$ cat config.mk
export PLATFORM = sky130hd
export DESIGN_NAME = pit_ram
export DESIGN_NICKNAME = d
export VERILOG_FILES = /design/src/design/pit_ram.sv
export SDC_FILE = /design/constraint.sdc
export NUM_CORES = 2
export LEC_CHECK = 0
export ABC_AREA = 1
export BUFFER_PORTS_ARGS = -buffer_cell sky130_fd_sc_hd__buf_2
export CORE_ASPECT_RATIO = 1.25
export CORE_MARGIN = 2
export CORE_UTILIZATION = 40
export CTS_BUF_LIST = sky130_fd_sc_hd__clkbuf_8
export DETAILED_ROUTE_END_ITERATION = 7
export GPL_ROUTABILITY_DRIVEN = 0
export PLACE_DENSITY_LB_ADDON = 0.25
export SYNTH_ARGS = -nofsm -noshare
export SYNTH_HDL_FRONTEND = slang
export SYNTH_SLANG_ARGS = --single-unit
$ cat constraint.sdc
create_clock -name clock -period 3.8 [get_ports clock]
set_input_delay 0.19 -clock clock [delete_from_list [all_inputs] [get_ports clock]]
set_output_delay 0.19 -clock clock [all_outputs]
set_load 0.02 [all_outputs]
$ cat src/design/pit_ram.sv
module pit_ram #(
   parameter int WIDTH = 8,
   parameter int DEPTH = 512
) (
   input  logic                      clock,
   input  logic                      wr_en,
   input  logic [$clog2(DEPTH)-1:0]  wr_addr,
   input  logic [WIDTH-1:0]          wr_data,
   input  logic                      rd_en,
   input  logic [$clog2(DEPTH)-1:0]  rd_addr,
   output logic [WIDTH-1:0]          rd_data
);

   logic [WIDTH-1:0] mem_ff [DEPTH];
   logic [WIDTH-1:0] rd_data_ff;

   // Read returns the old contents when the same entry is written in that cycle
   always_ff @(posedge clock) begin
      if (wr_en) begin
         mem_ff[wr_addr] <= wr_data;
      end
      if (rd_en) begin
         rd_data_ff <= mem_ff[rd_addr];
      end
   end

   assign rd_data = rd_data_ff;

endmodule

Word level (Yosys, flattened, before mapping)
Memories as Yosys holds them, arrays and structs flattened. A register that Yosys moved wholly into a read port is not among the register bits.
Index checks and enable logic that the tools add are counted.
{"block": "word_totals", "ff_bits": 0, "latch_bits": 0, "ramBits": 4096, "rom_bits": 0, "input_bits": 29, "out_inout_bits": 8, "elab_cells": 3, "mem_count": 1}
{"block": "classes", "add_sub_neg": 0, "mul": 0, "div_mod_pow": 0, "magnitude_cmp": 0, "n_eq_ne": 0, "shifts": 0, "n_mux": 2, "bitwise_logic": 0, "reduce_logical": 0}
{"name": "mem_ff", "words": 512, "width": 8, "rd": 1, "rd_clocked_by_memory_dff": 1, "write_ports": 1, "line_no": "14", "source": "logic [WIDTH-1:0] mem_ff [DEPTH];"}
{"cell": "two-way mux 1 bit", "count": 2}

Logic depth before layout (Yosys ltp)
{"block": "logic_depth", "ltp_word": 2, "ltp_mapped": 15, "depth_no_buf": 11}

Worst setup path before layout
OpenSTA, ideal clock, no wires.
{"block": "synth_timing", "kind": "input port to flip-flop", "from": "input port wr_addr[4]", "to": "memory mem_ff[212][0], enable pin", "setup_ns": 0.370, "arrival_ns": 1.411, "required_ns": 3.430, "path_slack_ns": 2.019, "cell_stages": 7, "n_path_buf": 1, "cell_sequence": "inv_1 -> nor2_1 -> inv_1 -> nor2_1 -> inv_1 -> clkbuf_1 -> nor2_1"}
{"item": "start, declared", "line_no": "7", "source": "input logic [$clog2(DEPTH)-1:0] wr_addr,"}
{"item": "end, declared", "line_no": "14"}
No word-level cell before the write port.

==> run metrics <==
status finished clean; CTS Buf Count 631; Die X 582 µm; cell area after synthesis 0.167 mm²; Die Y 726 µm; Comb pwr share 6.7%; via count 109k; area grow syn2layout 10.8%; Routed WL 497 mm; Detailed Route Iter0 Violations 11.8k; grt total ovfl 0; RSZ-0062 raised after global routing false; CTS tree done; initial antenna violation count 26; most used cell, CP nand3_1; Worst setup EP type flop; Clock Skew 0.0737 ns; Placed Area 0.174 mm²; placed cells 18.8k; row cnt 265; largest net degree at the start of global routing 137; Int Pwr 67.3 mW; final non-filler cell total 19.9k; #FFs+latches synth 4,104; Fmax achieved 0.291 GHz; Multi-input gate area 0.0382 mm²; post-route ant nets 0; sw frac 24.6%; mean number of vias per cell 5.48; part of the cycle the worst path needs 90.5%; vias in the first global route 106k; fillcell total 38.1k; LEAKAGE 64.1 nW; fin. max-slew vios 0; DR WL/cell 24.9 µm; IO Pins 37; CTS sink count 4,104; first-pass GRT wire length 724 mm; post-layout util 44.4%; CP peak stage delay 0.56 ns; total core area 0.416 mm²; class of the most critical setup path flop to flop; H-Tree Level Count 6; Skew-Pair Late Insertion Delay 1.13 ns; hold crit path type input port to flop; critical-path cell list nand2_1 -> nand3_1 -> nand3_1 -> nand3_1 -> nand3_1 -> nand3_1 -> nand3_1 -> nand3_1 -> nand3_1 -> dlygate4sd3_1 -> nand2_1 -> dlygate4sd3_1; minimum clock period 3.44 ns; Initial Utilization 40.1%; Synth Instances 13.9k; setup TNS 0 ns; CTS Buffer Depth 4; # setup viols final 0; syn_area_per_cell 12.0 µm²; Final Hold Viols 0; clk slew on worst S/H paths 0.06 ns; gr usage total 23.0%; Clock power frac 37.4%; sequential share of power 55.9%; Die ar. 0.422 mm²; syn_nets 13.9k; setup slack, reg-to-reg 0.36 ns; DRC violations left 0; Crit path required time 4.67 ns; CTS Root Cell clkbuf_8; HPWL Detailed 288 mm; CP max FO 1; Max Cap Viol 0; Pwr per Cell Area 483 mW/mm²; first drt pass iteration count 6; flip-flop and latch area 0.123 mm²; Max transition margin 16.6%; Unique masters post-synth 15; synth warn 0; Slowest-stage cell, CP dlygate4sd3_1; nets 14.0k; final instance area 0.185 mm²; layout cells sized above 1 8.35%; startpoint types flop; Slew @ Worst Pin 1.25 ns; Sw Pwr 22.0 mW; Peak VDD IR 0.000311 V; PortBufs 36; CP arrival 4.31 ns; sequential area share after synthesis 73.9%
[cell usage in the layout, fill, tap and decap left out, types with 2 or more instances in the layout]
cell type / synthesis / final
nand2_4: 0 / 15
diode_2: 0 / 13
buf_2: 517 / 22
edfxtp_1: 4104 / 4104
nor2_4: 0 / 2
nand3_1: 4080 / 4080
nor2_1: 514 / 512
dlygate4sd3_1: 0 / 15
buf_4: 123 / 255
clkinvlp_4: 0 / 21
inv_8: 0 / 8
nand2_1: 4160 / 4145
buf_12: 1 / 150
inv_6: 0 / 15
bufinv_16: 0 / 4
clkinv_8: 0 / 5
inv_16: 0 / 2
nor3_1: 11 / 10
buf_8: 4 / 11
clkinv_2: 0 / 51
clkinv_1: 0 / 148
inv_1: 34 / 235
clkbuf_8: 0 / 642
inv_4: 2 / 2
[path summary, 6_finish.rpt]
path / startpoint / to / depth (start not counted)
max: mem_ff[477][7] / rd_data[7] / 12
min: rd_addr[3] / rd_data[2] / 8
max reg2reg: mem_ff[477][7] / rd_data[7] / 12
min reg2reg: mem_ff[178][5] / rd_data[5] / 10
[synthesized netlist by cell type]
cell      number  area share [%]
nor3_1        11           0.033
edfxtp_1    4104              74
nor2_1       514             1.2
clkbuf_1     184            0.41
buf_2        517             1.6
inv_4          2          0.0075
inv_1         34           0.077
buf_1         82            0.18
buf_4        123            0.55
nand2_1     4160             9.4
inv_2          3          0.0068
buf_6         72            0.49
buf_8          4           0.036
buf_12         1           0.012
nand3_1     4080              12
[stage by stage]
| step | setup slack (ns) | hold slack (ns) | power (mW) |
|---|---|---|---|
| floorplan | 2.02 | 0.289 | 53.9 |
| global placement | 0.157 | 0.668 | 56.8 |
| detailed placement | 0.176 | 0.667 | 56.8 |
| CTS | 0.405 | 0.0180 | 89.8 |
| global route | 0.252 | 0.0844 | 92.1 |
| finish | 0.363 | 0.120 | 89.3 |
[cells by family after synthesis]
kind of cell / synth area share [%]
AND/OR/NAND/NOR: 22.8
flip-flops: 73.9
buffers and inverters: 3.33
[sequential cells by signal (all words and copies together) (netlist names)]
register,flops
rd_data,8
mem_ff,4096
[power by group through the flow]
stage	Sequential, mW	Clock, mW	Combinational, mW
final	49.9	33.4	6.02
after global routing	49.9	35.7	6.44
after CTS	49.9	33.9	6.01
after detailed placement	50.9	0	5.98
after global placement	50.9	0	5.95
after floorplan	50.9	0	3.08
[critical path: cells and delay by family, from the launching register on]
kind                   cells  cell delay, ns
AND/OR/NAND/NOR           10            1.74
buffers and inverters      2            1.11
flip-flops                 1            0.36
[cell type report]
cell class / count / share of cell area (%)
diodes: 13 / 0.0176
clock buffers: 642 / 4.78
clock inverters: 452 / 1.15
inverters: 39 / 0.110
multi-input cells: 8765 / 20.6
flip-flops and latches: 4104 / 66.7
well taps: 5473 / 3.71
repair buffers: 454 / 2.90
[repair_timing]
action | 4_1_cts | 5_1_grt
resized for setup | 0 | 0
endpoints found under the hold margin | 3480 | 0
setup buffers | 0 | 0
hold buffers | 15 | 0
[per-layer routing]
layer  vias up  global-route usage [%]  part of all wire (%)
li1      49700                       -                     -
met5         -                       0                 0.014
met4        10                    8.99                   4.1
met3       962                    3.52                   7.3
met1     54300                    30.1                    40
met2      4377                    38.4                    49
No activity file was read; power rests on OpenSTA's default activity.
